### src/hdl/lcca_pkg.sv
package lcca_pkg;

	localparam int COST_W = 24;
	localparam logic [COST_W-1:0] COST_MAX = 24'hFF_FFFF;

	typedef enum logic [2:0] {
		CMD_BEGIN   = 3'd0,
		CMD_PROFILE = 3'd1,
		CMD_FLOW    = 3'd2,
		CMD_RISK    = 3'd3,
		CMD_DECIDE  = 3'd4
	} cmd_t;

	typedef enum logic [2:0] {
		ST_IDLE,
		ST_LOAD_WR,
		ST_RISK_WR,
		ST_DEC_SCAN,
		ST_DEC_DRAIN,
		ST_DEC_FIN,
		ST_EMIT
	} lcca_state_t;

	localparam logic CFG_LANES_IN_USE = 1'b0;
	localparam logic CFG_VALID_MASK   = 1'b1;

	typedef struct packed {
		logic [COST_W-1:0] cost;
		logic              prof;
		logic              flow;
	} entry_t;

	// one lane evaluation travelling down the decide pipeline
	typedef struct packed {
		logic       live;
		logic       seed;
		logic [3:0] lane;
	} eval_tag_t;

	function automatic logic [COST_W-1:0] sat_add(input logic [COST_W-1:0] a,
			input logic [COST_W-1:0] b);
		logic [COST_W:0] s;
		s = {1'b0, a} + {1'b0, b};
		return s[COST_W] ? COST_MAX : s[COST_W-1:0];
	endfunction

	function automatic logic [3:0] lane_dist(input logic [3:0] a, input logic [3:0] b);
		return (a > b) ? (a - b) : (b - a);
	endfunction

endpackage

### src/hdl/lcca_ram.sv
module lcca_ram #(
	parameter int WIDTH = 8,
	parameter int DEPTH = 16
) (
	input  logic                     clk,
	input  logic                     we,
	input  logic [$clog2(DEPTH)-1:0] waddr,
	input  logic [WIDTH-1:0]         wdata,
	input  logic [$clog2(DEPTH)-1:0] raddr,
	output logic [WIDTH-1:0]         rdata
);

	logic [WIDTH-1:0] mem [DEPTH];

	always_ff @(posedge clk) begin
		if (we) begin
			mem[waddr] <= wdata;
		end
		rdata <= mem[raddr];
	end

endmodule

### src/hdl/lcca_cost.sv
module lcca_cost #(
	parameter int SCORE_FRAC_BITS = 12
) (
	input  logic               clk,
	input  logic               arst_n,
	input  lcca_pkg::eval_tag_t tag_s1,
	input  lcca_pkg::entry_t   view,
	input  logic [3:0]         goal,
	output lcca_pkg::eval_tag_t tag_s2,
	output logic [lcca_pkg::COST_W-1:0] fc_s2
);
	import lcca_pkg::*;

	localparam int KW = SCORE_FRAC_BITS + 2;
	localparam logic [KW-1:0] K_NOPROF = KW'(((30 << SCORE_FRAC_BITS) + 50) / 100);
	localparam logic [KW-1:0] K_NOFLOW = KW'(((20 << SCORE_FRAC_BITS) + 50) / 100);
	localparam logic [KW-1:0] K_STEP   = KW'(((8 << SCORE_FRAC_BITS) + 50) / 100);

	logic [COST_W-1:0] c_prof;
	logic [COST_W-1:0] c_flow;
	logic [COST_W-1:0] step_cost;
	logic [COST_W-1:0] full;

	// missing-data penalties, then distance to the goal lane
	assign c_prof    = view.prof ? view.cost : sat_add(view.cost, COST_W'(K_NOPROF));
	assign c_flow    = view.flow ? c_prof : sat_add(c_prof, COST_W'(K_NOFLOW));
	assign step_cost = COST_W'(lane_dist(tag_s1.lane, goal)) * COST_W'(K_STEP);
	assign full      = sat_add(c_flow, step_cost);

	always_ff @(posedge clk or negedge arst_n) begin
		if (!arst_n) begin
			tag_s2 <= '0;
		end else begin
			tag_s2 <= tag_s1;
		end
	end

	always_ff @(posedge clk) begin
		fc_s2 <= full;
	end

endmodule

### src/hdl/lane_choice_cost_argmin.sv
// Lane choice by least cost. Per-lane cost and seen flags live in one
// synchronous RAM with one read and one write port; valid bits in flops make
// a begin clear the table at once. Begin is taken in the idle state; profile,
// flow and risk go through a write-back state, and risk through a second one
// when its target lane differs from its lane (the read-modify-write of each
// lane goes through the RAM port in turn). Decide walks the RAM one lane per
// cycle over n = min(lanes_in_use, MAX_LANES, 16) lanes, then one result
// word per cycle while out_stall is low for each path entry, from the own
// lane to the chosen lane. No item is taken while a decide runs; the last
// result word may wait in the output register while the next item is taken.
module lane_choice_cost_argmin #(
	parameter int MAX_LANES       = 16,
	parameter int SCORE_FRAC_BITS = 12
) (
	input  logic        clk,
	input  logic        arst_n,
	input  logic        cfg_write,
	input  logic [0:0]  cfg_index,
	input  logic [15:0] cfg_data,
	input  logic        in_valid,
	output logic        in_stall,
	input  logic [2:0]  command,
	input  logic [3:0]  item_lane,
	input  logic [3:0]  target_lane,
	input  logic [12:0] score,
	input  logic        blocked,
	input  logic [3:0]  own_lane,
	input  logic [3:0]  goal_lane,
	input  logic [3:0]  scene_lane,
	input  logic [12:0] scene_lane_risk,
	output logic        out_valid,
	input  logic        out_stall,
	output logic [3:0]  chosen_lane,
	output logic        route_aligned,
	output logic [12:0] confidence,
	output logic [3:0]  sequence_lane,
	output logic        last
);
	import lcca_pkg::*;

	localparam int AW = $clog2(MAX_LANES);
	localparam int KW = SCORE_FRAC_BITS + 2;
	localparam int PW = 13 + KW;
	localparam logic [KW-1:0] K_FLOW = KW'(((35 << SCORE_FRAC_BITS) + 50) / 100);
	localparam logic [KW-1:0] K_RISK = KW'(((18 << SCORE_FRAC_BITS) + 50) / 100);
	localparam logic [KW-1:0] K_STEP = KW'(((8 << SCORE_FRAC_BITS) + 50) / 100);
	localparam logic [KW-1:0] K_BASE = KW'(((125 << SCORE_FRAC_BITS) + 50) / 100);
	localparam logic [KW-1:0] Q_ONE  = KW'(1 << SCORE_FRAC_BITS);
	localparam logic [PW-1:0] HALF   = PW'(1 << (SCORE_FRAC_BITS - 1));
	localparam logic [4:0] SCAN_CAP  = 5'((MAX_LANES < 16) ? MAX_LANES : 16);

	function automatic logic lane_ok(input logic [3:0] l);
		return {28'd0, l} < 32'(MAX_LANES);
	endfunction

	lcca_state_t state_q, state_d;

	logic [4:0]           lanes_q;
	logic [15:0]          mask_q;
	logic [MAX_LANES-1:0] valid_q;
	logic [3:0]           held_own_q;
	logic [3:0]           held_goal_q;

	cmd_t              cmd_q;
	logic [3:0]        lane_q;
	logic [3:0]        target_q;
	logic [COST_W-1:0] amount_q;

	logic [4:0]        slot_q;
	logic [4:0]        scan_n_q;
	eval_tag_t         tag_s1;
	eval_tag_t         tag_s2;
	logic [COST_W-1:0] fc_s2;
	logic [3:0]        best_q;
	logic [COST_W-1:0] best_cost_q;
	logic              aligned_q;
	logic [12:0]       conf_q;
	logic [3:0]        cur_q;

	logic        out_valid_q;
	logic [3:0]  chosen_q;
	logic        aligned_out_q;
	logic [12:0] conf_out_q;
	logic [3:0]  seq_q;
	logic        last_q;

	logic              idle;
	logic              in_acc;
	logic              issue;
	logic              emit_load;
	logic [3:0]        scan_lane;
	logic [3:0]        view_lane;
	logic              view_ok;
	entry_t            ram_rdata;
	entry_t            view;
	logic [COST_W-1:0] upd_cost;
	logic              ram_we;
	logic [AW-1:0]     ram_waddr;
	logic [AW-1:0]     ram_raddr;
	entry_t            ram_wdata;

	logic [KW-1:0]     k_sel;
	logic [PW-1:0]     prod;
	logic [COST_W-1:0] scaled;
	logic [COST_W-1:0] amount_d;

	logic [COST_W-1:0] conf_diff;
	logic [COST_W-1:0] conf_clamp;
	logic              better;

	assign idle     = (state_q == ST_IDLE);
	assign in_stall = !idle;
	assign in_acc   = in_valid && idle;

	// scaled load amount, formed while the RAM read is in flight
	assign k_sel  = (command == CMD_FLOW) ? K_FLOW : K_RISK;
	assign prod   = PW'(score) * PW'(k_sel) + HALF;
	assign scaled = COST_W'(prod >> SCORE_FRAC_BITS);

	always_comb begin
		case (command)
			CMD_PROFILE: amount_d = COST_W'(score);
			CMD_FLOW:    amount_d = scaled + (blocked ? COST_W'(K_FLOW) : '0);
			default:     amount_d = scaled;
		endcase
	end

	assign scan_lane = (slot_q == 5'd0) ? held_own_q : 4'(slot_q - 5'd1);

	always_comb begin
		case (state_q)
			ST_LOAD_WR: view_lane = lane_q;
			ST_RISK_WR: view_lane = target_q;
			default:    view_lane = tag_s1.lane;
		endcase
	end

	// entries outside the table or not written since begin read as zero
	assign view_ok  = lane_ok(view_lane) && valid_q[AW'(view_lane)];
	assign view     = view_ok ? ram_rdata : '0;
	assign upd_cost = sat_add(view.cost, amount_q);

	lcca_ram #(
		.WIDTH($bits(entry_t)),
		.DEPTH(MAX_LANES)
	) u_table (
		.clk  (clk),
		.we   (ram_we),
		.waddr(ram_waddr),
		.wdata(ram_wdata),
		.raddr(ram_raddr),
		.rdata(ram_rdata)
	);

	lcca_cost #(
		.SCORE_FRAC_BITS(SCORE_FRAC_BITS)
	) u_cost (
		.clk   (clk),
		.arst_n(arst_n),
		.tag_s1(tag_s1),
		.view  (view),
		.goal  (held_goal_q),
		.tag_s2(tag_s2),
		.fc_s2 (fc_s2)
	);

	assign emit_load = (state_q == ST_EMIT) && (!out_valid_q || !out_stall);

	always_comb begin
		state_d = state_q;
		case (state_q)
			ST_IDLE: begin
				if (in_acc) begin
					case (command)
						CMD_PROFILE, CMD_FLOW, CMD_RISK: state_d = ST_LOAD_WR;
						CMD_DECIDE:                      state_d = ST_DEC_SCAN;
						default:                         state_d = ST_IDLE;
					endcase
				end
			end
			ST_LOAD_WR: begin
				if (cmd_q == CMD_RISK && target_q != lane_q) begin
					state_d = ST_RISK_WR;
				end else begin
					state_d = ST_IDLE;
				end
			end
			ST_RISK_WR:  state_d = ST_IDLE;
			ST_DEC_SCAN: begin
				if (slot_q == scan_n_q) begin
					state_d = ST_DEC_DRAIN;
				end
			end
			ST_DEC_DRAIN: begin
				if (!tag_s1.live && !tag_s2.live) begin
					state_d = ST_DEC_FIN;
				end
			end
			ST_DEC_FIN: state_d = ST_EMIT;
			ST_EMIT: begin
				if (emit_load && cur_q == best_q) begin
					state_d = ST_IDLE;
				end
			end
			default: state_d = ST_IDLE;
		endcase
	end

	always_comb begin
		ram_we         = 1'b0;
		ram_waddr      = AW'(lane_q);
		ram_raddr      = AW'(item_lane);
		ram_wdata      = view;
		ram_wdata.cost = upd_cost;
		issue          = 1'b0;
		case (state_q)
			ST_IDLE: begin
				if (in_acc && command == CMD_BEGIN) begin
					ram_we         = lane_ok(scene_lane);
					ram_waddr      = AW'(scene_lane);
					ram_wdata.cost = COST_W'(scene_lane_risk);
					ram_wdata.prof = 1'b0;
					ram_wdata.flow = 1'b0;
				end
			end
			ST_LOAD_WR: begin
				// read the risk target while the first lane is written back
				ram_raddr = AW'(target_q);
				case (cmd_q)
					CMD_PROFILE: begin
						ram_we         = lane_ok(lane_q) && !view.prof;
						ram_wdata.prof = 1'b1;
					end
					CMD_FLOW: begin
						ram_we         = lane_ok(lane_q) && !view.flow;
						ram_wdata.flow = 1'b1;
					end
					CMD_RISK: ram_we = lane_ok(lane_q);
					default:  ram_we = 1'b0;
				endcase
			end
			ST_RISK_WR: begin
				ram_waddr = AW'(target_q);
				ram_we    = lane_ok(target_q);
			end
			ST_DEC_SCAN: begin
				ram_raddr = AW'(scan_lane);
				issue     = 1'b1;
			end
			default: begin
			end
		endcase
	end

	always_ff @(posedge clk or negedge arst_n) begin
		if (!arst_n) begin
			lanes_q <= 5'd16;
			mask_q  <= 16'hFFFF;
		end else if (cfg_write) begin
			case (cfg_index)
				CFG_LANES_IN_USE: lanes_q <= cfg_data[4:0];
				CFG_VALID_MASK:   mask_q  <= cfg_data;
				default:          lanes_q <= lanes_q;
			endcase
		end
	end

	always_ff @(posedge clk or negedge arst_n) begin
		if (!arst_n) begin
			state_q     <= ST_IDLE;
			valid_q     <= '0;
			held_own_q  <= '0;
			held_goal_q <= '0;
			slot_q      <= '0;
			tag_s1      <= '0;
			out_valid_q <= 1'b0;
		end else begin
			state_q <= state_d;
			if (in_acc && command == CMD_BEGIN) begin
				valid_q     <= '0;
				held_own_q  <= own_lane;
				held_goal_q <= goal_lane;
			end
			if (ram_we) begin
				valid_q[ram_waddr] <= 1'b1;
			end
			if (in_acc && command == CMD_DECIDE) begin
				slot_q <= '0;
			end else if (issue) begin
				slot_q <= slot_q + 5'd1;
			end
			tag_s1.live <= issue;
			tag_s1.seed <= (slot_q == 5'd0);
			tag_s1.lane <= scan_lane;
			if (emit_load) begin
				out_valid_q <= 1'b1;
			end else if (!out_stall) begin
				out_valid_q <= 1'b0;
			end
		end
	end

	// a scanned lane must beat the best so far by the step margin
	assign better = ({1'b0, fc_s2} + (COST_W + 1)'(K_STEP)) < {1'b0, best_cost_q};

	assign conf_diff  = (best_cost_q >= COST_W'(K_BASE)) ? '0 : COST_W'(K_BASE) - best_cost_q;
	assign conf_clamp = (conf_diff > COST_W'(Q_ONE)) ? COST_W'(Q_ONE) : conf_diff;

	always_ff @(posedge clk) begin
		if (in_acc) begin
			cmd_q    <= cmd_t'(command);
			lane_q   <= item_lane;
			target_q <= target_lane;
			amount_q <= amount_d;
			scan_n_q <= (lanes_q > SCAN_CAP) ? SCAN_CAP : lanes_q;
		end
		if (tag_s2.live) begin
			if (tag_s2.seed || (mask_q[tag_s2.lane] && better)) begin
				best_q      <= tag_s2.lane;
				best_cost_q <= fc_s2;
			end
		end
		if (state_q == ST_DEC_FIN) begin
			aligned_q <= (best_q == held_goal_q) ||
				(lane_dist(best_q, held_goal_q) <= lane_dist(held_own_q, held_goal_q));
			conf_q    <= conf_clamp[12:0];
			cur_q     <= held_own_q;
		end
		if (emit_load) begin
			chosen_q      <= best_q;
			aligned_out_q <= aligned_q;
			conf_out_q    <= conf_q;
			seq_q         <= cur_q;
			last_q        <= (cur_q == best_q);
			// advance one lane toward the chosen lane
			if (best_q > cur_q) begin
				cur_q <= cur_q + 4'd1;
			end else if (best_q < cur_q) begin
				cur_q <= cur_q - 4'd1;
			end
		end
	end

	assign out_valid     = out_valid_q;
	assign chosen_lane   = chosen_q;
	assign route_aligned = aligned_out_q;
	assign confidence    = conf_out_q;
	assign sequence_lane = seq_q;
	assign last          = last_q;

endmodule

### config.mk
export PLATFORM = sky130hd
export DESIGN_NAME = lane_choice_cost_argmin
export DESIGN_NICKNAME = d
export VERILOG_FILES = /design/src/hdl/lcca_pkg.sv /design/src/hdl/lcca_ram.sv /design/src/hdl/lcca_cost.sv /design/src/hdl/lane_choice_cost_argmin.sv
export SDC_FILE = /design/constraint.sdc
export NUM_CORES = 1
export LEC_CHECK = 0
export BUFFER_PORTS_ARGS = -buffer_cell sky130_fd_sc_hd__buf_2
export CAP_MARGIN = 15
export CORE_UTILIZATION = 40
export CTS_BUF_LIST = sky130_fd_sc_hd__clkbuf_4
export DETAILED_ROUTE_END_ITERATION = 8
export GPL_TIMING_DRIVEN = 0
export HOLD_SLACK_MARGIN = 0.06
export PLACE_DENSITY_LB_ADDON = 0.3
export SLEW_MARGIN = 5
export SYNTH_ARGS = -nofsm -noshare
export SYNTH_HDL_FRONTEND = slang
export SYNTH_SLANG_ARGS = --single-unit
### constraint.sdc
create_clock -name clk -period 8.3 [get_ports clk]
set_input_delay 2.49 -clock clk [delete_from_list [all_inputs] [get_ports clk]]
set_output_delay 2.49 -clock clk [all_outputs]
set_load 0.1 [all_outputs]
==> flow_summary.json <==
{
  "cap_viol_max_count": 0,
  "cpMostUsedCell": "fa_2",
  "dr.pass1.iters": 5,
  "wl_met2_mm": 41.53,
  "row_count": 106,
  "placed_cell_area_um2": 36610,
  "core-area_um2": 84090,
  "drtIter0Drc": 1620,
  "cts_hold_buf": 0,
  "drive_gt1_share_pct": 25.67,
  "finalHoldViolations": 0,
  "cp.depth": 30,
  "synth-seq-cells": 631,
  "critPathKind": "in2reg",
  "multi_input_area_um2": 15490,
  "required_ps": 9010,
  "ys_types": 99,
  "dp_hpwl_mm": 63.96,
  "synth_edf_count": 511,
  "setup_violations": 0,
  "wl_per_cell_um": 20.93,
  "crit_path_start": "command[0]",
  "status": "complete, no violations",
  "grt_pass1_wl_mm": 136.6,
  "reg2reg_depth": 36,
  "clk_pin_slew_worst_paths_ps": 60,
  "antenna_left": 0,
  "grt_pass1_vias": 23830,
  "groute.usage.overall_pct": 20.67,
  "clk_path_buf_depth": 3,
  "end_kind": "register",
  "io_buffers": 96,
  "synth_top_area_share_pct": 44.95,
  "wl_met1_mm": 39.07,
  "ys_seq_area_share_pct": 53.02,
  "critical_path.startpoint_type": "primary input",
  "whs_path_depth": 0,
  "fin_crit_ps": 8157,
  "synth_top_flop_cell": "edfxtp_1",
  "regArea_um2": 18100,
  "netlist_area_um2": 34140,
  "num_vias": 23220,
  "synthArstFlopShare_pct": 10.46,
  "final_cell_area_um2": 39780,
  "tightest_slew_ps": 1151,
  "endpoint": "amount_q[12]",
  "finalNetCount": 3305,
  "dieHeight_um": 294.1,
  "ios": 97,
  "fin_cells": 4236,
  "vias_per_cell": 5.482,
  "initial_core_util_pct": 40.60,
  "crit_family": "adder cells",
  "period_share_pct": 98.28,
  "slew_headroom_pct": 22.53,
  "die_w_um": 294.1,
  "synthTopCellsByArea": "edfxtp_1 45%, mux4_2 7.2%, ha_1 6.4%",
  "place_inst": 3890,
  "critPathSlowestCell": "fa_2",
  "synth_area_leader_cell": "edfxtp_1",
  "syn_inst": 2626,
  "wl_met3_mm": 5.826,
  "overflow": 0,
  "cts_buffers": 161,
  "critPathBufInv": 5,
  "fin_util_pct": 47.31,
  "cts_tree": "yes",
  "post-route-drc-count": 0,
  "finalMaxSlewViolations": 0,
  "num-fill-cells": 7509,
  "gp_congestion": 0.9020,
  "slowest_delay_ps": 590,
  "hp-class": "reg2reg",
  "highest_layer": "met5",
  "yosys_warnings": 0,
  "rr_startpoint": "state_q[2]",
  "clock_skew_ps": 62.05,
  "timing.rr.end": "u_cost.fc_s2[0]",
  "drt-total-wl_mm": 88.67,
  "synthToLayoutAreaGrowth_pct": 16.53,
  "r2r_slack_ps": 340,
  "crit_fanout": 7,
  "crit_arrival_ps": 8870,
  "grt_max_degree": 67,
  "cts_sinks": 631,
  "synthTopCellsByCount": "511 x edfxtp_1, 210 x inv_1, 175 x ha_1, 134 x nand2_1, 134 x nor2_1",
  "grt_antenna_before_repair": 3,
  "yosysMostFrequentCell": "edfxtp_1",
  "syn-mean-instance-area_um2": 13.00,
  "die_area_um2": 86510,
  "clock-root-buffer": "clkbuf_4",
  "clock_latency_ps": 990,
  "htreeDepth": 4,
  "fmax_mhz": 122.6
}
==> cells in the final DEF (no fill, tap or decap), types with 39 or more instances in the layout <==
master	instances
a211oi_1	39
a21o_1	56
a21oi_1	111
buf_2	99
buf_4	70
clkbuf_1	73
clkbuf_4	248
dfrtp_1	48
dfxtp_1	54
edfxtp_1	511
fa_1	77
ha_1	167
inv_1	207
mux2i_1	50
mux4_2	109
nand2_1	125
nor2_1	127
nor2b_1	48
o21ai_0	68
xnor2_1	74
xor2_1	39
==> logic make-up (layout without fill, tap and decap cells) <==
group	count (synthesis)	count (layout)	synth area share [%]
other cells	2	19	0.02200
xor+xnor	116	116	3.020
simple gates	597	597	9.131
fa+ha+maj	258	258	11.28
buf+inv	325	784	3.750
mux	184	184	9.482
flops	631	631	53.02
compound gates	513	513	10.29
==> per-layer routing <==
metal,GRT usage (%),vias up
met5,0,-
met4,6.987,2
met3,3.897,157
met2,33.31,777
met1,27.98,11650
li1,-,10640
==> stage by stage <==
stage	setup WS [ps]	hold slack (ps)	setup TNS, ps
floorplan	-314.0	331.2	-426.9
global placement	-1741	344.0	-74160
detailed placement	-1904	336.3	-61580
CTS	1.208	364.3	0
global route	-63.94	366.3	-361.1
finish	142.5	360.0	0
==> flip-flops by register name, summed over array words and instances (netlist names), 5 cells and up <==
signal	flops
amount_q	14
confidence	13
lanes_q	5
valid_q	16
mask_q	16
best_cost_q	24
conf_q	13
slot_q	5
u_table.mem	416
u_table.rdata	26
u_cost.tag_s2	6
u_cost.fc_s2	24
scan_n_q	5
tag_s1	6
==> worst min path at each step <==
stage | startpoint | to | slack (ps)
2_1_floorplan | tag_s1[4] | u_cost.tag_s2[4] | 330
3_3_place_gp | tag_s1[4] | u_cost.tag_s2[4] | 340
3_5_place_dp | tag_s1[4] | u_cost.tag_s2[4] | 340
4_1_cts | tag_s1[4] | u_cost.tag_s2[4] | 360
5_1_grt | tag_s1[4] | u_cost.tag_s2[4] | 370
6_report | tag_s1[4] | u_cost.tag_s2[4] | 360
==> repair_timing <==
item | CTS | global route
gates resized for setup | 77 | 87
pin swaps | 27 | 57
gates cloned | 0 | 1
buffers inserted | 20 | 34
setup endpoints to repair | 132 | 215
==> layout make-up <==
class / count / area share, %
timing repair buffer: 179 / 3.350
inverter: 213 / 2.016
antenna: 5 / 0.03145
clock inverter: 40 / 0.5819
sequential: 631 / 45.50
clock buffer: 245 / 4.624
multi-input combinational: 1682 / 38.94
buffer: 107 / 1.387
tap: 1134 / 3.567
Power is left out: the tool's default activity adds up to more than one toggle a clock period on the data nets, which glitch-free logic cannot reach.
